### src/hw/rtl/tcq_pkg.sv
`timescale 1ns / 1ps
`default_nettype none

package tcq_pkg;

   // Request action codes
   localparam logic [1:0] ACT_ENQUEUE = 2'd0;
   localparam logic [1:0] ACT_CONSUME = 2'd1;
   localparam logic [1:0] ACT_CLEANUP = 2'd2;

   // Reset value of the expiry age
   localparam logic [15:0] TTL_RESET = 16'd5000;

   typedef struct packed {
      logic [1:0]  action;
      logic [2:0]  command_kind;
      logic [15:0] time_now;
   } req_type;

   typedef struct packed {
      logic       succeeded;
      logic [3:0] expired_count;
      logic [3:0] occupancy;
   } rsp_type;

   typedef struct packed {
      logic [2:0]  kind;
      logic [15:0] stamp;
   } entry_type;

endpackage

`default_nettype wire

### src/hw/rtl/timed_command_queue.sv
`timescale 1ns / 1ps
`default_nettype none

// Ring queue of up to QUEUE_DEPTH timestamped commands. An enqueue request appends
// a kind and time at the tail (fails when full); a consume request finds the first
// entry of a kind from the head, moves the head entry into its slot and pops the
// head; a cleanup request drops every entry whose age (time_now - stamp, mod 2^16)
// is at least csr_write_data's last written value, keeping survivors in order.
// Entries live in one single-port-read memory, so scans walk it one entry at a
// time. The finish state stretches while an earlier response still waits
// unaccepted in the output register. Requests are taken only while no request
// is in work; a finished response waits in the output register while the next
// request is accepted. Time-to-live resets to 5000.
module timed_command_queue #(
   parameter int QUEUE_DEPTH = 8
) (
   input  wire                 clock,
   input  wire                 reset,
   input  wire                 req_valid,
   output logic                req_ready,
   input  wire tcq_pkg::req_type req_data,
   output logic                rsp_valid,
   input  wire                 rsp_ready,
   output tcq_pkg::rsp_type    rsp_data,
   input  wire                 csr_write_enable,
   input  wire  [15:0]         csr_write_data
);

   localparam int IW = $clog2(QUEUE_DEPTH);
   localparam int CW = $clog2(QUEUE_DEPTH + 1);
   localparam logic [IW-1:0] LAST_POS = IW'(QUEUE_DEPTH - 1);
   localparam logic [CW-1:0] FULL_COUNT = CW'(QUEUE_DEPTH);

   typedef enum logic [1:0] {
      ST_IDLE,
      ST_READ,
      ST_EVAL,
      ST_FINISH
   } state_type;

   function automatic logic [IW-1:0] ring_next(input logic [IW-1:0] pos);
      if (pos == LAST_POS) begin
         return '0;
      end
      return pos + 1'b1;
   endfunction

   // Entry storage
   tcq_pkg::entry_type mem_ff [QUEUE_DEPTH];
   tcq_pkg::entry_type rd_ff;
   logic               mem_we;
   logic [IW-1:0]      mem_waddr;
   tcq_pkg::entry_type mem_wdata;

   state_type          state_ff, state_in;
   logic [1:0]         action_ff, action_in;
   logic [2:0]         kind_ff, kind_in;
   logic [15:0]        now_ff, now_in;
   logic [15:0]        ttl_ff, ttl_in;
   logic [IW-1:0]      head_ff, head_in;
   logic [IW-1:0]      tail_ff, tail_in;
   logic [CW-1:0]      total_ff, total_in;
   logic [IW-1:0]      scan_ptr_ff, scan_ptr_in;
   logic [CW-1:0]      scan_cnt_ff, scan_cnt_in;
   logic [IW-1:0]      dest_ff, dest_in;
   logic [CW-1:0]      kept_ff, kept_in;
   logic [CW-1:0]      removed_ff, removed_in;
   logic               found_ff, found_in;
   tcq_pkg::entry_type head_entry_ff, head_entry_in;
   logic               rsp_valid_ff, rsp_valid_in;
   tcq_pkg::rsp_type   rsp_data_ff, rsp_data_in;

   logic [15:0]        age;
   logic [CW+3:0]      removed_ext;
   logic [CW+3:0]      total_ext;

   assign age         = now_ff - rd_ff.stamp;
   assign removed_ext = {4'b0, removed_ff};
   assign total_ext   = {4'b0, total_ff};

   assign req_ready = (state_ff == ST_IDLE);
   assign rsp_valid = rsp_valid_ff;
   assign rsp_data  = rsp_data_ff;

   // Sequence one request through the memory
   always_comb begin
      state_in      = state_ff;
      action_in     = action_ff;
      kind_in       = kind_ff;
      now_in        = now_ff;
      ttl_in        = ttl_ff;
      head_in       = head_ff;
      tail_in       = tail_ff;
      total_in      = total_ff;
      scan_ptr_in   = scan_ptr_ff;
      scan_cnt_in   = scan_cnt_ff;
      dest_in       = dest_ff;
      kept_in       = kept_ff;
      removed_in    = removed_ff;
      found_in      = found_ff;
      head_entry_in = head_entry_ff;
      rsp_valid_in  = rsp_valid_ff;
      rsp_data_in   = rsp_data_ff;
      mem_we        = 1'b0;
      mem_waddr     = tail_ff;
      mem_wdata     = rd_ff;

      if (csr_write_enable) begin
         ttl_in = csr_write_data;
      end

      // Drop the response once taken
      if (rsp_ready) begin
         rsp_valid_in = 1'b0;
      end

      case (state_ff)
         ST_IDLE: begin
            if (req_valid) begin
               action_in   = req_data.action;
               kind_in     = req_data.command_kind;
               now_in      = req_data.time_now;
               scan_ptr_in = head_ff;
               scan_cnt_in = '0;
               dest_in     = head_ff;
               kept_in     = '0;
               removed_in  = '0;
               found_in    = 1'b0;
               state_in    = ST_FINISH;
               if (req_data.action == tcq_pkg::ACT_ENQUEUE) begin
                  if (total_ff < FULL_COUNT) begin
                     mem_we          = 1'b1;
                     mem_waddr       = tail_ff;
                     mem_wdata.kind  = req_data.command_kind;
                     mem_wdata.stamp = req_data.time_now;
                     tail_in         = ring_next(tail_ff);
                     total_in        = total_ff + 1'b1;
                     found_in        = 1'b1;
                  end
               end else if (req_data.action == tcq_pkg::ACT_CONSUME ||
                            req_data.action == tcq_pkg::ACT_CLEANUP) begin
                  state_in = ST_READ;
               end
            end
         end

         ST_READ: begin
            if (scan_cnt_ff == total_ff) begin
               // Scan exhausted: a cleanup pulls the tail back behind the survivors
               if (action_ff == tcq_pkg::ACT_CLEANUP) begin
                  total_in = kept_ff;
                  tail_in  = dest_ff;
                  found_in = 1'b1;
               end
               state_in = ST_FINISH;
            end else begin
               state_in = ST_EVAL;
            end
         end

         ST_EVAL: begin
            scan_ptr_in = ring_next(scan_ptr_ff);
            scan_cnt_in = scan_cnt_ff + 1'b1;
            state_in    = ST_READ;
            if (action_ff == tcq_pkg::ACT_CONSUME) begin
               if (scan_cnt_ff == '0) begin
                  head_entry_in = rd_ff;
               end
               if (rd_ff.kind == kind_ff) begin
                  // Move the head entry into the matched slot, then pop the head
                  mem_we    = (scan_cnt_ff != '0);
                  mem_waddr = scan_ptr_ff;
                  mem_wdata = head_entry_ff;
                  head_in   = ring_next(head_ff);
                  total_in  = total_ff - 1'b1;
                  found_in  = 1'b1;
                  state_in  = ST_FINISH;
               end
            end else begin
               if (age >= ttl_ff) begin
                  removed_in = removed_ff + 1'b1;
               end else begin
                  mem_we    = 1'b1;
                  mem_waddr = dest_ff;
                  mem_wdata = rd_ff;
                  dest_in   = ring_next(dest_ff);
                  kept_in   = kept_ff + 1'b1;
               end
            end
         end

         ST_FINISH: begin
            // Load the response when the output register is free
            if (!rsp_valid_ff || rsp_ready) begin
               rsp_valid_in              = 1'b1;
               rsp_data_in.succeeded     = found_ff;
               rsp_data_in.expired_count = removed_ext[3:0];
               rsp_data_in.occupancy     = total_ext[3:0];
               state_in                  = ST_IDLE;
            end
         end

         default: begin
            state_in = ST_IDLE;
         end
      endcase
   end

   // Hold state and registered outputs
   always_ff @(posedge clock) begin
      if (reset) begin
         state_ff     <= ST_IDLE;
         ttl_ff       <= tcq_pkg::TTL_RESET;
         head_ff      <= '0;
         tail_ff      <= '0;
         total_ff     <= '0;
         rsp_valid_ff <= 1'b0;
      end else begin
         state_ff     <= state_in;
         ttl_ff       <= ttl_in;
         head_ff      <= head_in;
         tail_ff      <= tail_in;
         total_ff     <= total_in;
         rsp_valid_ff <= rsp_valid_in;
      end
      action_ff     <= action_in;
      kind_ff       <= kind_in;
      now_ff        <= now_in;
      scan_ptr_ff   <= scan_ptr_in;
      scan_cnt_ff   <= scan_cnt_in;
      dest_ff       <= dest_in;
      kept_ff       <= kept_in;
      removed_ff    <= removed_in;
      found_ff      <= found_in;
      head_entry_ff <= head_entry_in;
      rsp_data_ff   <= rsp_data_in;
   end

   // Write and read the entry memory
   always_ff @(posedge clock) begin
      if (mem_we) begin
         mem_ff[mem_waddr] <= mem_wdata;
      end
      rd_ff <= mem_ff[scan_ptr_ff];
   end

endmodule

`default_nettype wire

### config.mk
export PLATFORM = sky130hd
export DESIGN_NAME = timed_command_queue
export DESIGN_NICKNAME = d
export VERILOG_FILES = /design/src/hw/rtl/tcq_pkg.sv /design/src/hw/rtl/timed_command_queue.sv
export SDC_FILE = /design/constraint.sdc
export NUM_CORES = 1
export LEC_CHECK = 0
export BUFFER_PORTS_ARGS = -buffer_cell sky130_fd_sc_hd__buf_2
export CORE_ASPECT_RATIO = 0.7
export CORE_MARGIN = 1
export CORE_UTILIZATION = 55
export CTS_CLUSTER_DIAMETER = 120
export CTS_CLUSTER_SIZE = 28
export DETAILED_ROUTE_END_ITERATION = 10
export MAX_ROUTING_LAYER = met4
export PLACE_DENSITY_LB_ADDON = 0.1
export SLEW_MARGIN = 20
export SYNTH_ARGS = -nofsm -noshare
export SYNTH_HDL_FRONTEND = slang
export SYNTH_SLANG_ARGS = --single-unit
### constraint.sdc
create_clock -name clock -period 6.42 [get_ports clock]
set_clock_uncertainty 0.05 [all_clocks]
set_input_delay 0.321 -clock clock [delete_from_list [all_inputs] [get_ports clock]]
set_output_delay 0.321 -clock clock [all_outputs]
set_load 0.005 [all_outputs]
==> metrics.csv, run 1 <==
stage,metric,value,unit
route,1st-iter DRT viols,642,
clock_network,clk_lat worst skew,490,ps
yosys,#FFs+latches synth,268,
critical_path,CP arrival,5000,ps
yosys,Syn Area/Cell,15.3,um^2
placement,Placement Setup Slack,1560,ps
pwr,static leakage,0.00477,uW
route,DR pass1 iterations,5,
clock_network,CTS tree,built,
cells_and_area,area grow syn2layout,10.5,%
pwr,PwrDens,455,nW/um^2
critical_path,slowest cell on the critical path,or3_4,
clock_network,clock slew at the register clock pins of the worst setup and hold paths,120,ps
critical_path,max incr delay on CP,440,ps
yosys,Yosys top cell by area,edfxtp_1,
clock_network,clock buffer depth,3,
cells_and_area,Nets,936,
route,Routed WL,23700,um
critical_path,cell breakdown of the critical path,ha_1 > fa_1 > nor2b_1 > o31a_1 > o211ai_1 > nand2_1 > a41oi_1 > a221oi_1 > xor2_1 > ha_1 > nand4_1 > or3_4 > o2111ai_2 > mux2i_1 > nand2_1 > nor3_2 > buf_4,
timing,final setup vio count,0,
cells_and_area,Final Core Density,62.1,%
yosys,Async SR Flop Fraction,0,%
yosys,Synth top area share,56.8,%
timing,Slew @ Worst Pin,976,ps
critical_path,Crit Path Max Fanout,19,
placement,dpl hpwl,15900,um
critical_path,crit start category,register,
die,die area,21700,um^2
yosys,synth cell count leaders,"edfxtp_1, inv_1, nor2_1",
die,Die X,176,um
global_routing,largest net degree at the start of global routing,41,
die,IO Pins,53,
route,Final ANT Viol Nets,0,
route,vias,6478,
timing,Max Fclk,205,MHz
worst_hold_path,min-delay worst type,in2reg,
yosys,Syn Inst Count,761,
global_routing,Total Routing Usage GR,22.9,%
clock_network,total CTS buffers,13,
yosys,Syn Nets,855,
placement,IO buf count,52,
timing,period utilization,76.1,%
die,row count,44,
critical_path,"CP delay by family, top",simple AND/OR/NAND/NOR gates,
global_routing,Congestion Overflow GR,0,
cells_and_area,share of cells above drive strength 1,18.7,%
yosys,most frequent cell after synthesis,edfxtp_1,
clock_network,H-tree levels,1,
timing,setup TNS,0,ps
critical_path,CP Data Required Time,6530,ps
outcome,status,finished clean,
clock_network,CTS resizes,0,
critical_path,WS Path Type,reg2reg,
route,Remaining DRCs,0,
clock_network,Root Buffer,clkbuf_16,
global_routing,number of global-route vias before repair,6348,
yosys,"Cell Area, Synth",11600,um^2
timing,Slew Limit Fails,0,
yosys,"Seq/Total Area, Yosys",65.1,%
timing,RSZ-0062 raised after global routing,false,
yosys,dominant synthesized flop cell,edfxtp_1,
run,max_cap viols,0,
pwr,overall power,5850,uW
timing,Hold Fails Final Rpt,0,
yosys,main area contributors after synthesis,"edfxtp_1, dfxtp_1, mux4_2, ha_1, inv_1",
yosys,warnings from Yosys,0,
route,post-DR vias/cell,5.76,
placement,RePlAce Congestion,0.846,
yosys,Unique masters post-synth,55,
die,Initial Util,56.2,%
timing,normalized max-slew margin,34.8,%
die,die height,124,um
critical_path,CP Capture Type,register,
yosys,number of synthesized flops with an enable pin,220,
global_routing,first-pass GRT wire length,36200,um
critical_path,Critical path buffers and inverters,1,
pwr,worst ir drop on vdd,0.184,mV
clock_network,CTS Sinks,268,
route,Routed WL per cell,21.1,um
timing,final setup margin,1530,ps
timing,post-route minimum period,4890,ps
cells_and_area,n_diodes,0,
die,core area,20700,um^2
global_routing,initial antenna violation count,0,
## flip-flops by register name, indices dropped and copies added, names as in the netlist, 4 cells and up
signal and flops:
mem_ff 152, head_entry_ff 19, rd_ff 19, now_ff 16, ttl_ff 16, rsp_data 9
kept_ff 4, removed_ff 4, scan_cnt_ff 4, total_ff 4
## power breakdown
group,switching (uW),total [uW],internal [uW]
Combinational,1350,2310,959
Sequential,198,2620,2430
Clock,524,916,392
## final timing paths
path                 startpoint  cells after the start  slack [ps]            end
max                    rd_ff[0]                     17        1530  mem_ff[1][13]
min          csr_write_data[11]                      3          10     ttl_ff[11]
max reg2reg            rd_ff[0]                     17        1530  mem_ff[1][13]
min reg2reg            found_ff                      0         420    rsp_data[8]
## what timing repair did
item | in CTS | in global routing
hold endpoints to repair | 20 | 4
setup buffers | 0 | 0
hold buffers | 20 | 4
## placed cells by master, fill, tap and decap left out, types with 5 or more instances in the layout
| cell | count |
|---|---|
| a21oi_1 | 27 |
| mux4_2 | 38 |
| xor2_1 | 9 |
| nor2_1 | 52 |
| dlygate4sd3_1 | 24 |
| nand2_1 | 25 |
| buf_4 | 16 |
| buf_2 | 52 |
| edfxtp_1 | 220 |
| nand3_1 | 6 |
| o21a_1 | 5 |
| a211oi_1 | 7 |
| nor2b_1 | 9 |
| inv_1 | 72 |
| nand2b_1 | 10 |
| dfxtp_1 | 48 |
| clkbuf_1 | 7 |
| and3_1 | 5 |
| mux2_2 | 20 |
| a222oi_1 | 19 |
| o211ai_1 | 9 |
| xnor2_1 | 20 |
| o21ai_0 | 11 |
| ha_1 | 50 |
| mux2i_1 | 20 |
| nor3_1 | 7 |
| clkbuf_16 | 13 |
## layer usage
layer  global-route usage [%]  up-vias  share of wire (%)
met5                        -        -                  0
met4                     3.26        0                1.1
met3                     2.81       18                5.6
met2                     35.7      170                 46
met1                     33.4     3259                 47
li1                         -     3031                  -
## worst min-delay path: cells and delay by family
kind | cells | cell delay, ps
buffers and inverters | 1 | 70
and+or+nand+nor | 1 | 70
muxes | 1 | 60
## cell type report
type	count	area, um^2
fillers	1582	7850
flip-flops and latches	268	7570
multi-input cells	395	3670
repair buffers	92	621
clock buffers	20	352
well taps	276	345
inverters	72	270
clock inverters	2	25.0
## stage by stage
stage / std cells / hold slack [ps] / area, um^2
floorplan: 761 / 344 / 11600
global placement: 1079 / 360 / 12200
detailed placement: 1079 / 398 / 12200
CTS: 1121 / 0.492 / 12800
global route: 1125 / 11.2 / 12800
finish: 1125 / 12.5 / 12800
## cell families (layout without fill, tap and decap cells)
| logic type | Yosys count | in the layout | share of synthesized area (%) |
|---|---|---|---|
| compound gates | 103 | 103 | 6.82 |
| xor+xnor | 29 | 29 | 2.19 |
| fa+ha+maj | 52 | 52 | 5.73 |
| buf+inv | 98 | 186 | 3.37 |
| flops | 268 | 268 | 65.1 |
| mux | 79 | 79 | 11.2 |
| simple gates | 132 | 132 | 5.64 |
(Power assumes the default switching activity.)
==> run 2: changes to the inputs <==
clock period = 4.3 ns   (was 6.42 ns; I/O delays follow)
==> metrics.csv, run 2 (synthesis gave the netlist of run 1 again) <==
stage,metric,value,unit,change
outcome,status,"complete, but fails checks",,
outcome,violated checks,negative setup slack,,
route,Routed WL per cell,21.6,um,+2.5%
clock_network,Root Buffer,clkbuf_16,,
clock_network,clock slew at the register clock pins of the worst setup and hold paths,110,ps,about the same
global_routing,largest net degree at the start of global routing,40,,-2.4%
critical_path,CP Data Required Time,4450,ps,-2080 ps
timing,WHS,122,ps,+110 ps
timing,Max Fclk,229,MHz,+12%
global_routing,initial antenna violation count,0,,unchanged
clock_network,clock buffer depth,3,,unchanged
global_routing,number of global-route vias before repair,6598,,+3.9%
timing,period utilization,102,%,+26 points
cells_and_area,Final Core Density,65.8,%,+3.7 points
route,vias,6745,,+4.1%
global_routing,Congestion Overflow GR,0,,unchanged
critical_path,r2r worst-path depth,19,,+2
critical_path,Crit Path Max Fanout,9,,-10
timing,Slew Limit Fails,0,,unchanged
die,core area,20700,um^2,unchanged
die,die height,124,um,unchanged
pwr,P_int,5970,uW,+58%
cells_and_area,"commonest non-fill, non-tap cell in the layout",edfxtp_1,,
timing,Slew @ Worst Pin,877,ps,-99.5 ps
route,Remaining DRCs,0,,unchanged
timing,normalized max-slew margin,41.4,%,+6.6 points
die,row count,44,,unchanged
timing,final setup margin,-74.4,ps,-1610 ps
timing,setup TNS,-1740,ps,-1740 ps
cells_and_area,area grow syn2layout,17.2,%,
cells_and_area,max reg flops,152,,unchanged
clock_network,CTS tree,built,,
die,Initial Util,56.2,%,unchanged
cells_and_area,"commonest non-fill, non-tap cells in the layout","edfxtp_1, inv_1, buf_2, nor2_1, ha_1",,
cells_and_area,share of cells above drive strength 1,23.8,%,+5.1 points
cells_and_area,n_diodes,0,,unchanged
route,Routed WL,25300,um,+6.6%
critical_path,cell breakdown of the critical path,inv_1 > ha_1 > o21a_1 > o31ai_4 > a21oi_2 > a21oi_2 > o31ai_1 > a21oi_1 > xnor2_1 > ha_1 > nand4_1 > or3_4 > o211ai_1 > o311ai_4 > buf_12 > buf_12 > nor3_4 > buf_6 > clkbuf_16,,
timing,RSZ-0062 raised after global routing,true,,
die,die area,21700,um^2,unchanged
critical_path,crit start category,register,,
timing,Hold Fails Final Rpt,0,,unchanged
critical_path,CP Capture Type,register,,
critical_path,slowest cell on the critical path,or3_4,,
critical_path,WS Path Type,reg2reg,,
cells_and_area,Nets,982,,+4.9%
pwr,Comb pwr share,43.4,%,+3.9 points
clock_network,total CTS buffers,13,,unchanged
pwr,overall power,9290,uW,+59%
placement,RePlAce Congestion,0.843,,-0.33%
placement,dpl hpwl,16400,um,+3.4%
critical_path,CP arrival,4530,ps,-470 ps
timing,final setup vio count,61,,+61
global_routing,Total Routing Usage GR,24.1,%,+1.2 points
die,IO Pins,53,,unchanged
pwr,Clock power frac,14.7,%,-1.0 points
placement,IO buf count,52,,unchanged
worst_hold_path,hold depth,3,,unchanged
pwr,PwrDens,682,nW/um^2,+50%
clock_network,H-tree levels,1,,unchanged
critical_path,max incr delay on CP,440,ps,about the same
timing,post-route minimum period,4370,ps,-511 ps
route,Final ANT Viol Nets,0,,unchanged
clock_network,clk_lat worst skew,490,ps,about the same
global_routing,first-pass GRT wire length,37700,um,+4.2%
cells_and_area,largest register by flop count,mem_ff,,
die,Die X,176,um,unchanged
cells_and_area,biggest regs,"mem_ff (152), head_entry_ff (19), rd_ff (19)",,
worst_hold_path,min-delay worst type,in2reg,,
placement,Placement Setup Slack,-128,ps,-1690 ps
clock_network,CTS Sinks,268,,unchanged
pwr,Sw Share,35.7,%,+0.30 points
pwr,worst ir drop on vdd,0.425,mV,+130%
route,DR pass1 iterations,6,,+1
pwr,Reg power frac,41.9,%,-3.0 points
route,post-DR vias/cell,5.76,,+0.12%
route,1st-iter DRT viols,589,,-8.3%
pwr,static leakage,0.00505,uW,+5.9%
run,max_cap viols,0,,unchanged
pwr,Switch Pwr,3310,uW,+60%
[run 2: cell types whose count changed in the layout (fill, tap and decap cells not counted), sizes merged]
cell	before	now
buf	68	95
dlygate4sd3	24	38
clkbuf	20	24
bufbuf	0	1
inv	73	72
[run 2: power by group through the flow]
stage	Combinational [uW]	Sequential [uW]	Clock [uW]
after floorplan	2680	3850	0
after global placement	3690	3920	0
after detailed placement	3790	3950	0
after CTS	3920	3890	1390
after global routing	4420	3950	1470
final	4030	3900	1360
[run 2: metrics by stage]
| stage | instance area, um^2 | cells |
|---|---|---|
| floorplan | 11700 | 761 |
| finish | 13600 | 1170 |
| global route | 13600 | 1170 |
| detailed placement | 12600 | 1095 |
| CTS | 13400 | 1161 |
| global placement | 12600 | 1095 |
[run 2: worst paths after layout]
check                 start            to  slack [ps]
setup / recovery   rd_ff[3]  mem_ff[4][0]         -70
hold / removal    req_valid      found_ff         120
setup reg to reg   rd_ff[3]  mem_ff[4][0]         -70
hold reg to reg    found_ff   rsp_data[8]         380
[run 2: worst max-delay path, delay by kind of cell, from the launching register on]
kind,cells,cell delay (ps)
AOI/OAI and AO/OA,8,1450
and+or+nand+nor,3,760
buffers and inverters,5,650
adders and majority gates,2,650
DFF,1,370
xor gates and xnor gates,1,140
[run 2: layer usage]
metal  vias up  wire length, um  global-route usage [%]
met5         -                0                       -
met4         0              252                    3.86
met3        22             1290                    2.78
met2       190            11800                    37.5
met1      3410            11900                    35.2
li1       3123                -                       -
[run 2: timing repair]
action,4_1_cts,5_1_grt
hold buffers,38,0
setup endpoints to repair,152,152
gates cloned,1,4
hold endpoints to repair,38,0
pin swaps,4,1
gates resized for setup,9,9
buffers inserted,6,5
[run 2: layout make-up]
cell class / instances / area [um^2]
Timing Repair Buffer: 138 / 1250
Sequential cell: 268 / 7570
Inverter: 72 / 270
Clock inverter: 1 / 16.3
Fill cell: 1498 / 7080
Tap cell: 276 / 345
Multi-Input combinational cell: 395 / 3820
Clock buffer: 20 / 352
==> run 3: changes to the inputs <==
clock period = 4.23 ns   (was 4.3 ns; I/O delays follow)
==> metrics.csv, run 3 (synthesis gave the netlist of run 1 again) <==
stage,metric,value,unit,change
critical_path,cell breakdown of the critical path,inv_2 > ha_4 > fa_2 > nor2b_2 > o31a_1 > o211ai_1 > nand2_1 > a41oi_2 > a221oi_2 > xor2_1 > ha_1 > nand4_1 > or3_4 > o2111ai_4 > mux2i_2 > nand2_2 > buf_4 > nor3_4 > buf_12,,
route,1st-iter DRT viols,633,,+7.5%
pwr,PwrDens,697,nW/um^2,+2.2%
placement,dpl hpwl,16500,um,+0.62%
global_routing,number of global-route vias before repair,6895,,+4.5%
cells_and_area,max reg flops,152,,unchanged
global_routing,Congestion Overflow GR,0,,unchanged
critical_path,r2r worst-path depth,19,,unchanged
timing,Slew Limit Fails,0,,unchanged
run,max_cap viols,0,,unchanged
critical_path,max incr delay on CP,460,ps,+20 ps
die,Die X,176,um,unchanged
clock_network,CTS tree,built,,
timing,final setup margin,-172,ps,-97.5 ps
outcome,status,"complete, but fails checks",,
critical_path,CP Capture Type,register,,
worst_hold_path,hold depth,3,,unchanged
die,row count,44,,unchanged
cells_and_area,Final Core Density,66.4,%,+0.59 points
cells_and_area,area grow syn2layout,18.2,%,
worst_hold_path,min-delay worst type,in2reg,,
critical_path,CP Data Required Time,4360,ps,-90 ps
route,routed wire length on met2,11700,um,-1.0%
global_routing,initial antenna violation count,0,,unchanged
critical_path,"CP delay by family, top",simple AND/OR/NAND/NOR gates,,
cells_and_area,n_diodes,0,,unchanged
cells_and_area,Layout Cells excl Fill,1184,,+1.2%
die,die height,124,um,unchanged
die,IO Pins,53,,unchanged
critical_path,crit start category,register,,
clock_network,clock buffer depth,3,,unchanged
timing,RSZ-0062 raised after global routing,true,,
clock_network,Root Buffer,clkbuf_16,,
route,top routing layer in use,met4,,
timing,Max Fclk,227,MHz,-0.62%
worst_hold_path,HP Start,req_valid,,
placement,Placed Cells,1105,,+0.91%
critical_path,Crit Path Max Fanout,19,,+10
critical_path,CP arrival,4540,ps,about the same
critical_path,slowest cell on the critical path,or3_4,,
timing,period utilization,104,%,+2.3 points
timing,final setup vio count,152,,+150%
critical_path,FF-to-FF Start,now_ff[0],,
pwr,static leakage,0.00511,uW,+1.2%
route,vias,6778,,+0.49%
pwr,worst ir drop on vdd,0.315,mV,-26%
cells_and_area,Nets,996,,+1.4%
pwr,overall power,9580,uW,+3.1%
placement,IO buf count,52,,unchanged
cells_and_area,biggest regs,"mem_ff (152), head_entry_ff (19), rd_ff (19)",,
placement,RePlAce Congestion,0.856,,+1.5%
global_routing,largest net degree at the start of global routing,41,,+2.5%
die,Initial Util,56.2,%,unchanged
route,Routed WL per cell,20.9,um,-3.1%
cells_and_area,"commonest non-fill, non-tap cell in the layout",edfxtp_1,,
critical_path,WS Path Type,reg2reg,,
global_routing,first-pass GRT wire length,38500,um,+2.2%
cells_and_area,fillers,1472,,-1.7%
die,core area,20700,um^2,unchanged
critical_path,FF-to-FF End,mem_ff[1][18],,
critical_path,Critical path buffers and inverters,3,,-2
global_routing,Total Routing Usage GR,24.2,%,+0.052 points
route,WL met1,11800,um,-0.46%
route,post-DR vias/cell,5.72,,-0.70%
worst_hold_path,hold endpoint,found_ff,,
timing,normalized max-slew margin,33.5,%,-7.9 points
clock_network,clk_lat worst skew,490,ps,about the same
route,Final ANT Viol Nets,0,,unchanged
route,Remaining DRCs,0,,unchanged
clock_network,CTS Sinks,268,,unchanged
die,die area,21700,um^2,unchanged
clock_network,total CTS buffers,13,,unchanged
route,Routed WL,24800,um,-2.0%
critical_path,R2R Setup Slk,-170,ps,-100 ps
route,DR pass1 iterations,7,,+1
cells_and_area,"commonest non-fill, non-tap cells in the layout","edfxtp_1, inv_1, buf_2, nor2_1",,
timing,setup TNS,-17550,ps,-15810 ps
placement,Placement Setup Slack,-294,ps,-166 ps
cells_and_area,largest register by flop count,mem_ff,,
timing,Slew @ Worst Pin,998,ps,+121 ps
outcome,violated checks,negative setup slack,,
cells_and_area,share of cells above drive strength 1,25.3,%,+1.5 points
clock_network,clock slew at the register clock pins of the worst setup and hold paths,110,ps,about the same
route,met3 routed WL,880,um,-32%
timing,post-route minimum period,4400,ps,+27.5 ps
timing,Hold Fails Final Rpt,0,,unchanged
clock_network,H-tree levels,1,,unchanged
[run 3: worst max-delay path by stage]
stage	end	from	slack, ps	cells past startpoint
after CTS	mem_ff[1][18]	now_ff[0]	-140	19
after floorplan	mem_ff[3][0]	now_ff[0]	-120	17
final	mem_ff[1][18]	now_ff[0]	-170	19
after detailed placement	mem_ff[6][7]	now_ff[1]	-290	18
after global routing	mem_ff[1][7]	now_ff[0]	-430	19
after global placement	mem_ff[6][7]	now_ff[1]	-70	14
[run 3: metrics by stage]
| step | instance area (um^2) | hold slack [ps] |
|---|---|---|
| after floorplan | 11700 | 234 |
| after global routing | 13700 | 114 |
| after detailed placement | 12600 | 358 |
| final | 13700 | 111 |
| after global placement | 12600 | 356 |
| after CTS | 13700 | 106 |
[run 3: worst register-to-register path: stages, from the launching register on]
cell and delay [ps]:
edfxtp_1 350, inv_2 50, ha_4 150, fa_2 340
nor2b_2 140, o31a_1 160, o211ai_1 90, nand2_1 120
a41oi_2 160, a221oi_2 270, xor2_1 110, ha_1 310
nand4_1 110, or3_4 460, o2111ai_4 260, mux2i_2 290
nand2_2 130, buf_4 160, nor3_4 190, buf_12 210
[run 3: repair_timing]
| item | CTS | global route |
|---|---|---|
| endpoints found under the setup margin | 152 | 158 |
| hold buffers | 38 | 0 |
| gates cloned | 3 | 2 |
| resized for setup | 30 | 2 |
| buffers inserted | 11 | 4 |
| endpoints found under the hold margin | 38 | 0 |
| pin swaps | 3 | 0 |
[run 3: area by class of cell]
type	instances	area, um^2	share of cell area, %
repair buffers	152	1350	9.83
inverters	72	270	1.97
clock buffers	20	352	2.56
multi-input cells	395	3840	27.9
flip-flops and latches	268	7570	55.1
clock inverters	1	16.3	0.118
well taps	276	345	2.51
[run 3: routing by layer]
layer	GRT usage (%)	vias up
li1	-	3157
met1	34.8	3445
met2	38.0	152
met3	2.38	24
met4	4.73	0
met5	-	-
[run 3: power breakdown]
group	total, uW	internal, uW	switching [uW]
combinational	4240	1930	2310
sequential	3980	3680	298
clock	1360	590	772
total	9580	6200	3380
